**src/rtl/core/tlvp_pkg.sv**
```systemverilog
// Shared types and constants for the telemetry TLV packet parser.
// Used by the front, queue, back and top-level modules; no dependencies.
`timescale 1ns / 1ps
`default_nettype none

package tlvp_pkg;

   // Datagram constants
   localparam logic [31:0] MAGIC_WORD     = 32'h5566_7788;
   localparam logic [15:0] TAG_DEMO       = 16'd0;
   localparam logic [15:0] TAG_VISION     = 16'd16;
   localparam logic [2:0]  VISION_COLUMNS = 3'd6;
   localparam logic [3:0]  DEMO_WORDS     = 4'd9;

   // Record kinds
   localparam logic [4:0] KIND_STATE       = 5'd0;
   localparam logic [4:0] KIND_SEQ         = 5'd1;
   localparam logic [4:0] KIND_DEMO_BASE   = 5'd2;
   localparam logic [4:0] KIND_COUNT       = 5'd11;
   localparam logic [4:0] KIND_COLUMN_BASE = 5'd12;
   localparam logic [4:0] KIND_STATUS      = 5'd18;

   // Status codes
   localparam logic [1:0] ST_OK         = 2'd0;
   localparam logic [1:0] ST_BAD_HEADER = 2'd1;
   localparam logic [1:0] ST_ZERO_LEN   = 2'd2;
   localparam logic [1:0] ST_TRUNCATED  = 2'd3;

   // Queue between front and back
   localparam int QDEPTH = 4;
   localparam int QPTR_W = $clog2(QDEPTH);

   typedef enum logic [2:0] {
      PH_HEADER,
      PH_STATE,
      PH_SEQ,
      PH_RESERVED,
      PH_OPT_HEAD,
      PH_OPT_BODY,
      PH_DRAIN
   } phase_type;

   typedef struct packed {
      logic [7:0] data_byte;
      logic       end_of_datagram;
   } req_payload_type;

   typedef struct packed {
      logic [4:0]  record_kind;
      logic [1:0]  tag_index;
      logic [31:0] field_value;
      logic        last_of_run;
   } rsp_payload_type;

   typedef struct packed {
      logic [4:0]  kind;
      logic [1:0]  idx;
      logic [31:0] value;
   } record_type;

   // All records caused by one byte; rec1 is used only when two is set
   typedef struct packed {
      logic       two;
      record_type rec0;
      record_type rec1;
   } entry_type;

   typedef struct packed {
      logic full;
      logic not_empty;
   } qstat_type;

endpackage

`default_nettype wire

```
**src/rtl/core/tlvp_front.sv**
```systemverilog
// Front end: accepts datagram bytes, assembles words and walks options.
// Produces one queue entry per byte that causes records. Depends on tlvp_pkg.
`timescale 1ns / 1ps
`default_nettype none

module tlvp_front #(
   parameter int MAX_TAGS = 4
) (
   input  wire logic                     clock,
   input  wire logic                     reset,
   input  wire logic                     accept,
   input  wire tlvp_pkg::req_payload_type req_data,
   output logic                          push,
   output tlvp_pkg::entry_type           push_entry
);
   import tlvp_pkg::*;

   phase_type   phase_ff, phase_in;
   logic [1:0]  biw_ff, biw_in;
   logic [23:0] asm_ff, asm_in;
   logic [15:0] kind_ff, kind_in;
   logic [15:0] left_ff, left_in;
   logic [3:0]  wio_ff, wio_in;
   logic [31:0] count_ff, count_in;
   logic [15:0] row_ff, row_in;
   logic [2:0]  col_ff, col_in;
   logic [1:0]  status_ff, status_in;

   logic        full;
   logic [31:0] word;
   logic [15:0] row_inc;
   logic        main_valid;
   record_type  main_rec;
   record_type  status_rec;
   logic [1:0]  final_status;

   // Hold parser state; advance only on a transfer
   always_ff @(posedge clock) begin
      if (reset) begin
         phase_ff  <= PH_HEADER;
         biw_ff    <= '0;
         asm_ff    <= '0;
         kind_ff   <= '0;
         left_ff   <= '0;
         wio_ff    <= '0;
         count_ff  <= '0;
         row_ff    <= '0;
         col_ff    <= '0;
         status_ff <= ST_OK;
      end else if (accept) begin
         phase_ff  <= phase_in;
         biw_ff    <= biw_in;
         asm_ff    <= asm_in;
         kind_ff   <= kind_in;
         left_ff   <= left_in;
         wio_ff    <= wio_in;
         count_ff  <= count_in;
         row_ff    <= row_in;
         col_ff    <= col_in;
         status_ff <= status_in;
      end
   end

   // Next state and records for the byte on the input
   always_comb begin
      phase_in     = phase_ff;
      biw_in       = biw_ff;
      asm_in       = asm_ff;
      kind_in      = kind_ff;
      left_in      = left_ff;
      wio_in       = wio_ff;
      count_in     = count_ff;
      row_in       = row_ff;
      col_in       = col_ff;
      status_in    = status_ff;
      main_valid   = 1'b0;
      main_rec     = '0;
      full         = (biw_ff == 2'd3);
      word         = {req_data.data_byte, asm_ff};
      row_inc      = row_ff + 16'd1;
      final_status = ST_OK;

      if (phase_ff != PH_DRAIN) begin
         // Gather the byte into the word under assembly
         biw_in = biw_ff + 2'd1;
         case (biw_ff)
            2'd0:    asm_in[7:0]   = req_data.data_byte;
            2'd1:    asm_in[15:8]  = req_data.data_byte;
            2'd2:    asm_in[23:16] = req_data.data_byte;
            default: asm_in        = '0;
         endcase

         case (phase_ff)
            PH_HEADER: begin
               if (full) begin
                  if (word != MAGIC_WORD) begin
                     status_in = ST_BAD_HEADER;
                     phase_in  = PH_DRAIN;
                  end else begin
                     phase_in = PH_STATE;
                  end
               end
            end
            PH_STATE: begin
               if (full) begin
                  main_valid = 1'b1;
                  main_rec   = '{kind: KIND_STATE, idx: 2'd0, value: word};
                  phase_in   = PH_SEQ;
               end
            end
            PH_SEQ: begin
               if (full) begin
                  main_valid = 1'b1;
                  main_rec   = '{kind: KIND_SEQ, idx: 2'd0, value: word};
                  phase_in   = PH_RESERVED;
               end
            end
            PH_RESERVED: begin
               if (full) phase_in = PH_OPT_HEAD;
            end
            PH_OPT_HEAD: begin
               if (full) begin
                  kind_in = word[15:0];
                  if (word[31:16] < 16'd4) begin
                     status_in = ST_ZERO_LEN;
                     phase_in  = PH_DRAIN;
                  end else begin
                     left_in = word[31:16] - 16'd4;
                     wio_in  = '0;
                     if (word[31:16] != 16'd4) phase_in = PH_OPT_BODY;
                  end
               end
            end
            PH_OPT_BODY: begin
               if (full) begin
                  if (kind_ff == TAG_DEMO) begin
                     if (wio_ff == 4'd0) begin
                        main_valid = 1'b1;
                        main_rec   = '{kind: KIND_DEMO_BASE, idx: 2'd0,
                                       value: {{16{word[31]}}, word[31:16]}};
                     end else if (wio_ff < DEMO_WORDS) begin
                        main_valid = 1'b1;
                        main_rec   = '{kind: KIND_DEMO_BASE + {1'b0, wio_ff}, idx: 2'd0,
                                       value: word};
                     end
                  end else if (kind_ff == TAG_VISION) begin
                     if (wio_ff == 4'd0) begin
                        count_in   = word;
                        row_in     = '0;
                        col_in     = '0;
                        main_valid = 1'b1;
                        main_rec   = '{kind: KIND_COUNT, idx: 2'd0, value: word};
                     end else if (count_ff != 32'd0 && !count_ff[31] &&
                                  col_ff < VISION_COLUMNS) begin
                        if (row_ff < 16'(MAX_TAGS)) begin
                           main_valid = 1'b1;
                           main_rec   = '{kind: KIND_COLUMN_BASE + {2'b00, col_ff},
                                          idx: row_ff[1:0], value: word};
                        end
                        row_in = row_inc;
                        if ({16'd0, row_inc} == count_ff) begin
                           row_in = '0;
                           col_in = col_ff + 3'd1;
                        end
                     end
                  end
                  // Saturate the word counter; only zero and below nine matter
                  if (wio_ff != 4'hF) wio_in = wio_ff + 4'd1;
               end
               if (left_ff != 16'd0) left_in = left_ff - 16'd1;
               if (left_ff <= 16'd1) begin
                  biw_in   = '0;
                  asm_in   = '0;
                  phase_in = PH_OPT_HEAD;
               end
            end
            default: ;
         endcase
      end

      // Close the datagram: status record, then back to reset state
      if (req_data.end_of_datagram) begin
         final_status = status_in;
         if (status_in == ST_OK && !(phase_in == PH_OPT_HEAD && biw_in == 2'd0))
            final_status = ST_TRUNCATED;
         phase_in  = PH_HEADER;
         biw_in    = '0;
         asm_in    = '0;
         kind_in   = '0;
         left_in   = '0;
         wio_in    = '0;
         count_in  = '0;
         row_in    = '0;
         col_in    = '0;
         status_in = ST_OK;
      end
   end

   // Pack the records of this byte into one queue entry
   always_comb begin
      status_rec = '{kind: KIND_STATUS, idx: 2'd0, value: {30'd0, final_status}};
      push_entry = '0;
      if (main_valid) begin
         push_entry.two  = req_data.end_of_datagram;
         push_entry.rec0 = main_rec;
         push_entry.rec1 = status_rec;
      end else begin
         push_entry.rec0 = status_rec;
      end
      push = accept && (main_valid || req_data.end_of_datagram);
   end

endmodule

`default_nettype wire

```
**src/rtl/core/tlvp_queue.sv**
```systemverilog
// Short queue of record entries between the parser front and output back.
// Depends on tlvp_pkg for the entry type and depth.
`timescale 1ns / 1ps
`default_nettype none

module tlvp_queue (
   input  wire logic                clock,
   input  wire logic                reset,
   input  wire logic                push,
   input  wire tlvp_pkg::entry_type push_entry,
   input  wire logic                pop,
   output tlvp_pkg::entry_type      head,
   output tlvp_pkg::qstat_type      qstat
);
   import tlvp_pkg::*;

   entry_type           mem_ff [QDEPTH];
   logic [QPTR_W-1:0]   wr_ff, wr_in;
   logic [QPTR_W-1:0]   rd_ff, rd_in;
   logic [QPTR_W:0]     cnt_ff, cnt_in;

   // Advance pointers and count
   always_comb begin
      wr_in  = push ? wr_ff + QPTR_W'(1) : wr_ff;
      rd_in  = pop  ? rd_ff + QPTR_W'(1) : rd_ff;
      cnt_in = cnt_ff + (QPTR_W+1)'(push) - (QPTR_W+1)'(pop);
   end

   always_ff @(posedge clock) begin
      if (reset) begin
         wr_ff  <= '0;
         rd_ff  <= '0;
         cnt_ff <= '0;
      end else begin
         wr_ff  <= wr_in;
         rd_ff  <= rd_in;
         cnt_ff <= cnt_in;
      end
   end

   // Store entries
   always_ff @(posedge clock) begin
      if (push) mem_ff[wr_ff] <= push_entry;
   end

   assign head            = mem_ff[rd_ff];
   assign qstat.full      = (cnt_ff == (QPTR_W+1)'(QDEPTH));
   assign qstat.not_empty = (cnt_ff != '0);

   a_no_push_full: assert property (@(posedge clock) disable iff (reset)
      qstat.full |-> !push)
      else $error("queue push while full");
   a_no_pop_empty: assert property (@(posedge clock) disable iff (reset)
      !qstat.not_empty |-> !pop)
      else $error("queue pop while empty");
   a_count_range: assert property (@(posedge clock) disable iff (reset)
      cnt_ff <= (QPTR_W+1)'(QDEPTH))
      else $error("queue count out of range");
   a_count_step: assert property (@(posedge clock) disable iff (reset)
      (push && !pop) |=> (cnt_ff == $past(cnt_ff) + (QPTR_W+1)'(1)))
      else $error("queue count did not follow push");

endmodule

`default_nettype wire

```
**src/rtl/core/tlvp_back.sv**
```systemverilog
// Back end: takes queue entries and presents their records one per cycle
// while rsp_ready is high, from an output register. Depends on tlvp_pkg.
`timescale 1ns / 1ps
`default_nettype none

module tlvp_back (
   input  wire logic                clock,
   input  wire logic                reset,
   input  wire tlvp_pkg::entry_type head,
   input  wire tlvp_pkg::qstat_type qstat,
   output logic                     pop,
   output logic                     rsp_valid,
   input  wire logic                rsp_ready,
   output tlvp_pkg::rsp_payload_type rsp_payload
);
   import tlvp_pkg::*;

   entry_type hold_ff, hold_in;
   logic      valid_ff, valid_in;
   logic      sel_ff, sel_in;
   logic      last_shown;
   record_type cur;

   // Pick the record on show and whether it closes its entry
   always_comb begin
      last_shown = sel_ff || !hold_ff.two;
      cur        = sel_ff ? hold_ff.rec1 : hold_ff.rec0;
   end

   // Load the next entry when empty or once the current one is fully transferred
   always_comb begin
      pop      = 1'b0;
      hold_in  = hold_ff;
      valid_in = valid_ff;
      sel_in   = sel_ff;
      if (!valid_ff || (rsp_ready && last_shown)) begin
         if (qstat.not_empty) begin
            pop      = 1'b1;
            valid_in = 1'b1;
            hold_in  = head;
            sel_in   = 1'b0;
         end else begin
            valid_in = 1'b0;
         end
      end else if (rsp_ready) begin
         sel_in = 1'b1;
      end
   end

   always_ff @(posedge clock) begin
      if (reset) begin
         valid_ff <= 1'b0;
         sel_ff   <= 1'b0;
      end else begin
         valid_ff <= valid_in;
         sel_ff   <= sel_in;
      end
   end

   always_ff @(posedge clock) begin
      hold_ff <= hold_in;
   end

   assign rsp_valid               = valid_ff;
   assign rsp_payload.record_kind = cur.kind;
   assign rsp_payload.tag_index   = cur.idx;
   assign rsp_payload.field_value = cur.value;
   assign rsp_payload.last_of_run = last_shown;

endmodule

`default_nettype wire

```
**src/rtl/core/telemetry_tlv_packet_parser_core.sv**
```systemverilog
// Telemetry TLV packet parser: top level.
// Instantiates tlvp_front, tlvp_queue and tlvp_back; types from tlvp_pkg.
//
// Usage:
//   req_ channel carries one datagram byte per transfer, with end_of_datagram
//   set on the final byte. rsp_ channel carries result records: header words,
//   demo fields, vision count and tag columns, and a status record that closes
//   each datagram. last_of_run marks the final record caused by a byte.
//   Throughput: one byte per cycle while the queue has room. A byte that
//   causes two records (a data word on the final byte plus the status)
//   occupies the output until both transfer; the output register shows one
//   record per cycle while rsp_ready is high. A record's entry is enqueued by
//   the front at its byte's transfer edge, then loaded by the back into its
//   output register, from which it is presented on rsp_.
//   A four-entry queue between the front and back lets req_ keep flowing
//   while rsp_ stalls; req_ready drops only when that queue is full.
//   Reset (synchronous, active high) returns the parser to expecting a header
//   and empties the queue and output register; no clearing pass is needed.
`timescale 1ns / 1ps
`default_nettype none

module telemetry_tlv_packet_parser_core #(
   parameter int MAX_TAGS = 4
) (
   input  wire logic                      clock,
   input  wire logic                      reset,
   input  wire logic                      req_valid,
   output logic                           req_ready,
   input  wire tlvp_pkg::req_payload_type req_payload,
   output logic                           rsp_valid,
   input  wire logic                      rsp_ready,
   output tlvp_pkg::rsp_payload_type      rsp_payload
);
   import tlvp_pkg::*;

   logic      accept;
   logic      push;
   logic      pop;
   entry_type push_entry;
   entry_type head;
   qstat_type qstat;

   // Take a byte whenever the queue has room
   assign req_ready = !qstat.full;
   assign accept    = req_valid && req_ready;

   tlvp_front #(
      .MAX_TAGS(MAX_TAGS)
   ) u_front (
      .clock      (clock),
      .reset      (reset),
      .accept     (accept),
      .req_data   (req_payload),
      .push       (push),
      .push_entry (push_entry)
   );

   tlvp_queue u_queue (
      .clock      (clock),
      .reset      (reset),
      .push       (push),
      .push_entry (push_entry),
      .pop        (pop),
      .head       (head),
      .qstat      (qstat)
   );

   tlvp_back u_back (
      .clock       (clock),
      .reset       (reset),
      .head        (head),
      .qstat       (qstat),
      .pop         (pop),
      .rsp_valid   (rsp_valid),
      .rsp_ready   (rsp_ready),
      .rsp_payload (rsp_payload)
   );

endmodule

`default_nettype wire
```
**config.mk**
```make
export PLATFORM = sky130hd
export DESIGN_NAME = telemetry_tlv_packet_parser_core
export DESIGN_NICKNAME = d
export VERILOG_FILES = /design/src/rtl/core/tlvp_pkg.sv /design/src/rtl/core/tlvp_front.sv /design/src/rtl/core/tlvp_queue.sv /design/src/rtl/core/tlvp_back.sv /design/src/rtl/core/telemetry_tlv_packet_parser_core.sv
export SDC_FILE = /design/constraint.sdc
export NUM_CORES = 1
export LEC_CHECK = 0
export ABC_AREA = 1
export BUFFER_PORTS_ARGS = -buffer_cell sky130_fd_sc_hd__buf_2
export CORE_MARGIN = 4
export CORE_UTILIZATION = 40
export DETAILED_ROUTE_END_ITERATION = 10
export PLACE_DENSITY_LB_ADDON = 0.2
export SLEW_MARGIN = 15
export SYNTH_ARGS = -nofsm -noshare
export SYNTH_HDL_FRONTEND = slang
export SYNTH_SLANG_ARGS = --single-unit
export TNS_END_PERCENT = 5
```
**constraint.sdc**
```tcl
create_clock -name clock -period 5.4 [get_ports clock]
set_clock_uncertainty 0.1 [all_clocks]
set_input_delay 0.81 -clock clock [delete_from_list [all_inputs] [get_ports clock]]
set_output_delay 0.81 -clock clock [all_outputs]
set_load 0.01 [all_outputs]
```
==> metrics.md, run 1 <==
| Metric | Value |
|---|---|
| Primary flip-flop cell chosen by synthesis mapping | sky130_fd_sc_hd__edfxtp_1 |
| Number of max-cap violations | 0 |
| Part of the power in the clock network | 33.8% |
| Core Area | 39010 um2 |
| CTS Root Cell | sky130_fd_sc_hd__clkbuf_16 |
| Proportion of synthesized chip area in sequential cells | 56.39% |
| Final nets | 1884 |
| Static Leakage | 6.742 nW |
| Routability cong. | 0.9401 |
| Number of global-route vias before repair | 11790 |
| Worst-Margin Slew | 0.9704 ns |
| Count of boundary I/O pins | 55 |
| Cell repeated most along the worst path | sky130_fd_sc_hd__nand2_1 |
| Average wire per standard cell | 17.85 um |
| Die footprint | 43160 um2 |
| TritonCTS buffer count | 39 |
| Total power density per cell area | 426.1 nW/um2 |
| Filler Cells Inserted | 3810 |
| Clock latency at the later pin of the worst-skew pair | 0.53 ns |
| Power share of the sequential group | 42.9% |
| Residual antenna-violating net count after detailed routing | 0 |
| Post-CTS Repair Setup Buffers | 0 |
| Period utilisation layout | 76.25% |
| DRC | 0 |
| Synth top area share | 40.45% |
| Maximum fanout count along the critical path | 29 |
| Cell Area, Placed | 16680 um2 |
| Net count after synthesis | 1865 |
| Area growth from synthesis to layout | 12.27% |
| Unrepaired setup endpoints after global routing | no |
| DP Wirelength | 28250 um |
| Worst max-slew margin expressed relative to the limit | 35.15% |
| Status | complete, no violations |
| Final setup viols | 0 |
| Number of gates resized after cts | 0 |
| Initial antenna violation count | 0 |
| Final std cells w/o fill | 2393 |
| Core utilization of the finished layout | 45.93% |
| Number of search-and-repair iterations in the first detailed-routing pass | 7 |
| Post-synthesis cell type count | 44 |
| Worst hold path class | flip-flop to flip-flop |
| Post-synth EDFFs | 215 |
| Final instance area | 17920 um2 |
| Biggest area contributors in the synthesized netlist | sky130_fd_sc_hd__edfxtp_1 40%, sky130_fd_sc_hd__dfxtp_1 16%, sky130_fd_sc_hd__nor2_1 7.5% |
| Deepest clock path buffer count | 3 |
| Post-synthesis cell type with the largest combined area | sky130_fd_sc_hd__edfxtp_1 |
| Total wirelength of the detailed-routed design | 42710 um |
| Number of slew-limit violations in the final report | 0 |
| Final hold violation count | 0 |
| Ratio of routed vias to standard cells | 5.320 |
| Highest achievable clock rate | 0.2429 GHz |
| Mapped Avg Cell Area | 8.716 um2 |
| Clock tree from TritonCTS | yes |
| Total number of vias | 12730 |
| Horiz. Die Dim | 207.7 um |
| Critical path data required time | 5.53 ns |
| Number of sinks handled by clock tree synthesis | 342 |
| Starting density of the core | 40.91% |
| Pin count of the biggest net entering global routing | 90 |
| Fraction of final layout cells with drive strength greater than 1 | 8.267% |
| Initial drt markers | 996 |
| Number of storage elements in the synthesis netlist | 342 |
| Internal power | 0.005259 W |
| Post-Place Worst Slack | 1.022 ns |
| Number of cells after detailed placement | 2327 |
| Switching power as a share of total power | 31.11% |
| YS warnings | 0 |
| Final Critical Period | 4.117 ns |
| Psw | 0.002375 W |
| Port Buffer Count | 54 |
| Element type at the critical path start | flip-flop |
| Area used by multi-input combinational logic | 5939 um2 |
| Critical Path, Cell by Cell | or2_2 -> nor2_1 -> nand3_1 -> inv_1 -> nor2_1 -> nand2_1 -> nand2_1 -> nand2_1 -> nand2_1 -> nand2_1 -> nand2_1 -> nor2_4 -> buf_4 |
| H-tree depth | 2 |
| Overall Global Routing Usage | 19.19% |
| Storage cell area | 9000 um2 |
| Post-Route Setup TNS | 0 ns |
| Chip Height | 207.7 um |
| Synth async-reset ratio | 0% |
| Crit path max-delay cell type | sky130_fd_sc_hd__nor2_4 |
| Worst setup margin | 1.283 ns |
| Crit path largest cell delay | 0.81 ns |
| Wire length of the first global-routing pass | 67780 um |
| Crit Path Class | flip-flop to flip-flop |
| Post-synthesis instance total | 1831 |
| Post-Syn Area | 15960 um2 |
| CTS Hold Bufs | 0 |
| Clock Pin Slew Worst Setup and Hold Paths | 0.06 ns |
| Endpoint kind of the worst setup timing path | flip-flop |
| Number of antenna diodes | 0 |
| Congestion Overflow GR | 0 |
| Std cell rows | 72 |
| Comb power frac | 23.4% |
| Maximum vdd ir drop | 0.2675 mV |
| Worst EP arrival | 4.25 ns |
cells by family after synthesis:
group | Yosys count | synth area share (%)
AND/OR/NAND/NOR | 770 | 20.15
AO/OA/AOI/OAI | 399 | 13.78
flip-flops | 342 | 56.39
buffers and inverters | 276 | 6.648
XOR/XNOR | 23 | 1.349
adder cells (fa/ha/maj) | 21 | 1.693
placed cells by master (no fill, tap or decap), types with 3 or more instances in the layout:
master                      count
sky130_fd_sc_hd__nor3_1        23
sky130_fd_sc_hd__nand3b_1       6
sky130_fd_sc_hd__o21ai_0      154
sky130_fd_sc_hd__a211oi_1       4
sky130_fd_sc_hd__o2111ai_1      3
sky130_fd_sc_hd__nand2_1      285
sky130_fd_sc_hd__a22oi_1        3
sky130_fd_sc_hd__nand3_1       84
sky130_fd_sc_hd__nor2_1       312
sky130_fd_sc_hd__ha_1          20
sky130_fd_sc_hd__o211ai_1       7
sky130_fd_sc_hd__clkinv_1       6
sky130_fd_sc_hd__xnor2_1        7
sky130_fd_sc_hd__nor2_2         5
sky130_fd_sc_hd__a21oi_1      116
sky130_fd_sc_hd__edfxtp_1     215
sky130_fd_sc_hd__a31oi_1       10
sky130_fd_sc_hd__bufinv_16      4
sky130_fd_sc_hd__nor2_4         5
sky130_fd_sc_hd__inv_2          8
sky130_fd_sc_hd__o22ai_1       88
sky130_fd_sc_hd__buf_4         18
sky130_fd_sc_hd__inv_1        169
sky130_fd_sc_hd__or2_2          3
sky130_fd_sc_hd__clkbuf_16     39
sky130_fd_sc_hd__nand4_1       41
sky130_fd_sc_hd__xor2_1        15
sky130_fd_sc_hd__clkbuf_1      11
sky130_fd_sc_hd__clkinv_2       5
sky130_fd_sc_hd__buf_2         54
sky130_fd_sc_hd__o21ai_1        4
sky130_fd_sc_hd__dfxtp_1      126
cells in the mapped netlist, types with 3 or more instances:
library cell,count
sky130_fd_sc_hd__nand4_1,41
sky130_fd_sc_hd__o21ai_1,4
sky130_fd_sc_hd__inv_1,171
sky130_fd_sc_hd__nand2_1,285
sky130_fd_sc_hd__xnor2_1,7
sky130_fd_sc_hd__ha_1,20
sky130_fd_sc_hd__buf_1,3
sky130_fd_sc_hd__a22oi_1,3
sky130_fd_sc_hd__a211oi_1,4
sky130_fd_sc_hd__o2111ai_1,3
sky130_fd_sc_hd__nand3_1,84
sky130_fd_sc_hd__clkbuf_1,79
sky130_fd_sc_hd__nand3b_1,6
sky130_fd_sc_hd__a21oi_1,116
sky130_fd_sc_hd__o22ai_1,88
sky130_fd_sc_hd__xor2_1,15
sky130_fd_sc_hd__nor2_2,4
sky130_fd_sc_hd__o21ai_0,154
sky130_fd_sc_hd__inv_2,7
sky130_fd_sc_hd__clkinv_1,3
sky130_fd_sc_hd__a31oi_1,10
sky130_fd_sc_hd__edfxtp_1,215
sky130_fd_sc_hd__o211ai_1,7
sky130_fd_sc_hd__nor3_1,23
sky130_fd_sc_hd__buf_4,3
sky130_fd_sc_hd__or2_2,3
sky130_fd_sc_hd__buf_2,9
sky130_fd_sc_hd__dfxtp_1,127
sky130_fd_sc_hd__nor2_1,318
routing by layer:
layer	GRT usage (%)	part of all wire, %
met5	0	0
met4	4.439	2.0
met3	2.871	5.0
met2	30.48	46
met1	27.99	48
power groups by stage:
stage | logic (W) | registers (W) | clock network (W)
floorplan | 0.00122 | 0.00332 | 0
global placement | 0.00179 | 0.00332 | 0
detailed placement | 0.00181 | 0.00333 | 0
CTS | 0.00182 | 0.00327 | 0.00263
global route | 0.00203 | 0.00330 | 0.00276
finish | 0.00178 | 0.00327 | 0.00258
worst max-delay path, delay by kind of cell (launching register included):
kind / cells / cell delay (ns)
and+or+nand+nor: 11 / 2.75
DFF: 1 / 0.30
buffers and inverters: 2 / 0.62
area by class of cell:
| class | count | share of cell area, % |
|---|---|---|
| inverters | 182 | 3.827 |
| multi-input cells | 1213 | 33.15 |
| clock buffers | 52 | 5.831 |
| well taps | 518 | 3.617 |
| flip-flops and latches | 342 | 50.23 |
| repair buffers | 72 | 2.263 |
| clock inverters | 14 | 1.082 |
final timing paths:
path | start | endpoint | slack, ns | depth (start not counted)
max reg2reg | u_front.kind_ff[6] | u_queue.mem_ff[3][62] | 1.28 | 13
min | u_front.count_ff[21] | u_front.count_ff[21] | 0.36 | 2
min reg2reg | u_front.count_ff[21] | u_front.count_ff[21] | 0.36 | 2
max | u_front.kind_ff[6] | u_queue.mem_ff[3][62] | 1.28 | 13
state kept, by name (all words and copies together) (netlist names), 2 cells and up:
signal	cells
u_front.kind_ff	16
u_queue.rd_ff	2
u_back.hold_ff	43
u_front.phase_ff	3
u_front.asm_ff	24
u_front.biw_ff	2
u_front.wio_ff	4
u_queue.mem_ff	172
u_front.left_ff	16
u_queue.wr_ff	2
u_front.count_ff	32
u_front.status_ff	2
u_queue.cnt_ff	3
u_front.col_ff	3
u_front.row_ff	16
metrics by stage:
step | hold slack [ns] | total power [W]
after floorplan | 0.3445 | 0.004532
after global placement | 0.3509 | 0.005114
after detailed placement | 0.3550 | 0.005139
after CTS | 0.3640 | 0.007720
after global routing | 0.3789 | 0.008092
final | 0.3639 | 0.007634
No activity file was read; power rests on OpenSTA's default activity.
==> inputs of run 2 (changes only) <==
Clock period 5.4 ns to 4.27 ns, I/O delays scaled along.
==> metrics.md, run 2 (synthesis gave the netlist of run 1 again) <==
| Metric | Value |
|---|---|
| Critical path data required time | 4.60 ns |
| Number of sinks handled by clock tree synthesis | 342 |
| CTS Hold Bufs | 0 |
| Chip Height | 207.7 um |
| Residual antenna-violating net count after detailed routing | 0 |
| Routability cong. | 0.9026 |
| Period utilisation layout | 79.02% |
| Total power density per cell area | 537.4 nW/um2 |
| H-tree depth | 2 |
| Biggest regs | u_queue.mem_ff x172, u_back.hold_ff x43, u_front.count_ff x32 |
| Clock Pin Slew Worst Setup and Hold Paths | 0.06 ns |
| CTS Root Cell | sky130_fd_sc_hd__clkbuf_16 |
| Crit path max-delay cell type | sky130_fd_sc_hd__fa_1 |
| Element type at the critical path start | flip-flop |
| Worst hold path startpoint | rsp_ready |
| Path length in cells of the critical path | 18 |
| Buffers and inverters on the worst path | 3 |
| TritonCTS buffer count | 38 |
| Crit Reg-Reg Startpoint | u_front.wio_ff[0] |
| Horiz. Die Dim | 207.7 um |
| DRC | 0 |
| Wire length of the first global-routing pass | 69370 um |
| Clock tree from TritonCTS | yes |
| Status | complete, no violations |
| Deepest clock path buffer count | 3 |
| Unrepaired setup endpoints after global routing | no |
| Maximum fanout count along the critical path | 11 |
| Maximum vdd ir drop | 0.3251 mV |
| Congestion Overflow GR | 0 |
| Fraction of final layout cells with drive strength greater than 1 | 8.753% |
| Area used by multi-input combinational logic | 5939 um2 |
| Number of global-route vias before repair | 12260 |
| Critical path endpoint | u_queue.cnt_ff[2] |
| Number of max-cap violations | 0 |
| Largest Register | u_queue.mem_ff |
| Tightest hold margin | 0.3114 ns |
| Post-CTS Repair Setup Buffers | 0 |
| Highest achievable clock rate | 0.2964 GHz |
| Setup slack of the worst register-to-register path | 0.90 ns |
| Reg-to-reg endpoint | u_queue.cnt_ff[2] |
| Flip-flop count of the largest register after layout | 172 |
| Number of antenna diodes | 0 |
| Crit Path Class | flip-flop to flip-flop |
| Count of boundary I/O pins | 55 |
| Storage cell area | 9000 um2 |
| Core Area | 39010 um2 |
| Average wire per standard cell | 18.20 um |
| Cell repeated most along the worst path | sky130_fd_sc_hd__nand2_1 |
| Post-Route Setup TNS | 0 ns |
| Filler Cells Inserted | 3770 |
| Leading cell type in the layout, fill and taps excluded | sky130_fd_sc_hd__nor2_1 |
| Top library cells by usage in the layout, fill and taps aside | 312 x sky130_fd_sc_hd__nor2_1, 285 x sky130_fd_sc_hd__nand2_1, 215 x sky130_fd_sc_hd__edfxtp_1, 169 x sky130_fd_sc_hd__inv_1, 154 x sky130_fd_sc_hd__o21ai_0 |
| Clock latency at the later pin of the worst-skew pair | 0.55 ns |
| Port Buffer Count | 54 |
| Worst max-slew margin expressed relative to the limit | 26.69% |
| DP Wirelength | 29210 um |
| Critical path's top delay family | simple AND/OR/NAND/NOR gates |
| Ratio of routed vias to standard cells | 5.317 |
| Initial antenna violation count | 0 |
| Final Critical Period | 3.374 ns |
| Final nets | 1889 |
| Crit path largest cell delay | 0.41 ns |
| Starting density of the core | 40.91% |
| Number of search-and-repair iterations in the first detailed-routing pass | 5 |
| Total number of vias | 12780 |
| Number of slew-limit violations in the final report | 0 |
| Area growth from synthesis to layout | 12.98% |
| FF-to-FF path depth | 18 |
| Die footprint | 43160 um2 |
| Critical Path, Cell by Cell | inv_1 -> ha_1 -> nand2_1 -> nor2_2 -> inv_1 -> nor2_1 -> nor2_1 -> nand2_1 -> nand2_1 -> nand2_1 -> nand2_1 -> nand2_1 -> nand2_1 -> inv_1 -> ha_1 -> fa_1 -> o21ai_0 -> a21oi_1 |
| Number of gates resized after cts | 0 |
| Overall Global Routing Usage | 19.79% |
| Worst-Margin Slew | 1.085 ns |
| Final setup viols | 0 |
| Initial drt markers | 1131 |
| Pin count of the biggest net entering global routing | 89 |
| Endpoint kind of the worst setup timing path | flip-flop |
| Worst EP arrival | 3.71 ns |
| Worst hold path class | input port to flip-flop |
| Final hold violation count | 0 |
| Std cell rows | 72 |
| Total wirelength of the detailed-routed design | 43730 um |
| Launch point of the critical path | u_front.wio_ff[0] |
| Static Leakage | 6.782 nW |
## run 2: cell count changes in the layout (fill, tap and decap cells not counted)
cell                         previous run  this run
sky130_fd_sc_hd__clkinv_16              0         1
sky130_fd_sc_hd__clkbuf_1              11        10
sky130_fd_sc_hd__clkinv_4               1         0
sky130_fd_sc_hd__buf_12                 0         3
sky130_fd_sc_hd__clkinv_1               6         7
sky130_fd_sc_hd__clkinvlp_4             0         3
sky130_fd_sc_hd__clkbuf_16             39        38
sky130_fd_sc_hd__buf_4                 18        21
sky130_fd_sc_hd__bufinv_16              4         3
sky130_fd_sc_hd__clkbuf_8               2         5
## run 2: final cells by class
| class | instances | area share, % |
|---|---|---|
| sequential | 342 | 49.92 |
| multi-input combinational | 1213 | 32.94 |
| clock buffer | 53 | 5.864 |
| inverter | 182 | 3.803 |
| tap | 518 | 3.595 |
| timing repair buffer | 78 | 2.706 |
| clock inverter | 17 | 1.173 |
## run 2: per-layer routing
metal | routed length, um | GRT usage, % | vias up
met1 | 19820 | 27.84 | 6032
met4 | 1005 | 5.255 | 0
met5 | 0 | 0 | -
met2 | 20320 | 32.47 | 384
met3 | 2581 | 2.705 | 69
li1 | - | - | 6292
## run 2: worst min path at each step
stage	end	slack [ns]	depth (start not counted)
after floorplan	u_front.count_ff[17]	0.34	2
after global placement	u_front.count_ff[21]	0.35	2
after detailed placement	u_front.count_ff[24]	0.36	2
after CTS	u_back.rsp_valid	0.29	4
after global routing	u_back.sel_ff	0.34	3
final	u_back.rsp_valid	0.31	4
## run 2: report_power, final
group	leakage (nW)	switching, W	internal, W
clock network	0.608	0.00135	0.00193
logic	3.08	0.00158	0.000688
registers	3.10	0.000132	0.00401
## run 2: metrics by stage
| stage | power, W | instances | util, % | area [um2] | setup WS [ns] |
|---|---|---|---|---|---|
| after detailed placement | 0.006524 | 2333 | 42.97 | 16760 | 0.9061 |
| final | 0.009690 | 2403 | 46.22 | 18030 | 0.8959 |
| after global routing | 0.01028 | 2403 | 46.22 | 18030 | 0.5615 |
| after CTS | 0.009833 | 2403 | 46.22 | 18030 | 0.8960 |
| after global placement | 0.006498 | 2333 | 42.97 | 16760 | 0.9498 |
| after floorplan | 0.005732 | 1831 | - | 15960 | 0.1015 |
## run 2: worst min-delay path, cell delays in order
cell,delay (ns)
sky130_fd_sc_hd__buf_2,0.09
sky130_fd_sc_hd__nand2_1,0.05
sky130_fd_sc_hd__nand2_1,0.07
sky130_fd_sc_hd__a21oi_1,0.06
==> inputs of run 3 (changes only) <==
Clock period 4.27 ns to 2.8 ns, I/O delays scaled along.
==> metrics.md, run 3 (synthesis gave the netlist of run 1 again) <==
| Metric | Value |
|---|---|
| Status | complete, no violations |
| Cell Area, Placed | 17320 um2 |
| Number of slew-limit violations in the final report | 0 |
| Wire length of the first global-routing pass | 70290 um |
| Top library cells by usage in the layout, fill and taps aside | 306 x sky130_fd_sc_hd__nor2_1, 280 x sky130_fd_sc_hd__nand2_1, 215 x sky130_fd_sc_hd__edfxtp_1, 170 x sky130_fd_sc_hd__inv_1, 153 x sky130_fd_sc_hd__o21ai_0 |
| Element type at the critical path start | flip-flop |
| Ratio of routed vias to standard cells | 5.269 |
| Overall Global Routing Usage | 20.06% |
| Unrepaired setup endpoints after global routing | yes |
| Total number of vias | 12990 |
| Routability cong. | 0.9208 |
| Flip-flop count of the largest register after layout | 172 |
| Average wire per standard cell | 17.94 um |
| Total power density per cell area | 803.9 nW/um2 |
| Largest Register | u_queue.mem_ff |
| Deepest clock path buffer count | 3 |
| DP Wirelength | 29790 um |
| Critical path data required time | 2.97 ns |
| CTS Root Cell | sky130_fd_sc_hd__clkbuf_16 |
| Starting density of the core | 40.91% |
| Final setup viols | 0 |
| Congestion Overflow GR | 0 |
| Pin count of the biggest net entering global routing | 89 |
| Tightest hold margin | 0.1055 ns |
| Final Critical Period | 2.673 ns |
| Chip Height | 207.7 um |
| Power after layout | 0.01496 W |
| DRC | 0 |
| Horiz. Die Dim | 207.7 um |
| Maximum vdd ir drop | 0.5737 mV |
| Period utilisation layout | 95.45% |
| Count of boundary I/O pins | 55 |
| Final hold violation count | 0 |
| Std cell rows | 72 |
| Core utilization of the finished layout | 47.71% |
| Worst hold path class | input port to flip-flop |
| Fraction of final layout cells with drive strength greater than 1 | 12.63% |
| Worst EP arrival | 2.84 ns |
| Number of search-and-repair iterations in the first detailed-routing pass | 5 |
| Reg-to-reg endpoint | u_queue.mem_ff[0][53] |
| Clock latency at the later pin of the worst-skew pair | 0.56 ns |
| Leading cell type in the layout, fill and taps excluded | sky130_fd_sc_hd__nor2_1 |
| Final std cells w/o fill | 2466 |
| Highest achievable clock rate | 0.3742 GHz |
| Final nets | 1953 |
| Worst hold path startpoint | rsp_ready |
| Final instance area | 18610 um2 |
| Worst-Margin Slew | 0.8278 ns |
| Number of max-cap violations | 0 |
| Static Leakage | 7.133 nW |
| Residual antenna-violating net count after detailed routing | 0 |
| Crit Reg-Reg Startpoint | u_front.phase_ff[2] |
| Initial antenna violation count | 0 |
| Biggest regs | u_queue.mem_ff x172, u_back.hold_ff x43, u_front.count_ff x32 |
| Number of global-route vias before repair | 12510 |
| Setup slack of the worst register-to-register path | 0.13 ns |
| Die footprint | 43160 um2 |
| FF-to-FF path depth | 13 |
| Port Buffer Count | 54 |
| Worst max-slew margin expressed relative to the limit | 44.81% |
| Number of cells after detailed placement | 2396 |
| Clock tree from TritonCTS | yes |
| Area growth from synthesis to layout | 16.62% |
| TritonCTS buffer count | 39 |
| H-tree depth | 2 |
| Crit Path Class | flip-flop to flip-flop |
| Core Area | 39010 um2 |
| Number of sinks handled by clock tree synthesis | 342 |
| Number of cells on the worst hold path | 4 |
| Endpoint kind of the worst setup timing path | flip-flop |
| Total wirelength of the detailed-routed design | 44250 um |
| End of the worst hold path | u_back.rsp_valid |
| Maximum fanout count along the critical path | 16 |
| Initial drt markers | 1106 |
| Number of antenna diodes | 0 |
| Clock Pin Slew Worst Setup and Hold Paths | 0.06 ns |
run 3: cell types whose count changed in the layout (fill, tap and decap cells not counted), sizes merged:
cell / delta
buf: +63
clkbuf: -9
clkinv: +7
inv: +3
clkinvlp: -1
run 3: routing by layer:
metal	routed length, um	vias up	GRT usage, %
met3	2865	81	3.597
li1	-	6418	-
met4	1416	0	6.410
met2	20230	353	32.41
met1	19740	6141	27.64
met5	0	-	0
run 3: stage by stage:
stage / TNS, ns / worst slack, ns
finish: 0 / 0.1274
CTS: 0 / 0.07498
floorplan: 0 / 0.02332
global route: -0.09354 / -0.02651
detailed placement: 0 / 0.09108
global placement: 0 / 0.08049
run 3: area by class of cell:
class / instances / area (um2)
timing repair buffer: 141 / 1036
clock inverter: 26 / 227.7
sequential: 342 / 9000
fill: 3745 / 20400
multi-input combinational: 1213 / 6010
clock buffer: 44 / 1005
inverter: 182 / 685.7
tap: 518 / 648.1
run 3: timing repair:
item                       CTS  global route
hold buffers                 0             0
setup buffers                0             0
setup endpoints to repair    0           257
gates resized for setup      0            16
run 3: worst max-delay path, cell delays in order (launching register included):
cell and delay, ns:
sky130_fd_sc_hd__dfxtp_1 0.44, sky130_fd_sc_hd__inv_2 0.09, sky130_fd_sc_hd__nor2_2 0.10, sky130_fd_sc_hd__inv_2 0.09, sky130_fd_sc_hd__nor2_8 0.14, sky130_fd_sc_hd__inv_4 0.10
sky130_fd_sc_hd__nor2_2 0.13, sky130_fd_sc_hd__inv_2 0.05, sky130_fd_sc_hd__nor2_1 0.16, sky130_fd_sc_hd__inv_2 0.07, sky130_fd_sc_hd__buf_4 0.20, sky130_fd_sc_hd__a21oi_1 0.15
sky130_fd_sc_hd__o22ai_1 0.08, sky130_fd_sc_hd__o22ai_1 0.47
run 3: worst max path at each step:
stage                         startpoint                    end  slack, ns  depth (start not counted)
finish               u_front.phase_ff[2]  u_queue.mem_ff[0][53]       0.13                         13
global placement      u_front.kind_ff[6]      u_queue.cnt_ff[2]       0.08                         17
global route        u_front.count_ff[20]      u_queue.cnt_ff[2]      -0.03                         17
detailed placement     u_front.row_ff[0]      u_front.row_ff[2]       0.09                         14
floorplan             u_front.kind_ff[6]   u_queue.mem_ff[0][0]       0.02                         12
CTS                 u_front.count_ff[23]      u_queue.cnt_ff[2]       0.07                         17
run 3: power by group:
part / leakage [nW] / switching, W / internal (W)
Sequential: 3.10 / 0.000216 / 0.00612
Clock: 0.608 / 0.00211 / 0.00288
Combinational: 3.43 / 0.00246 / 0.00118
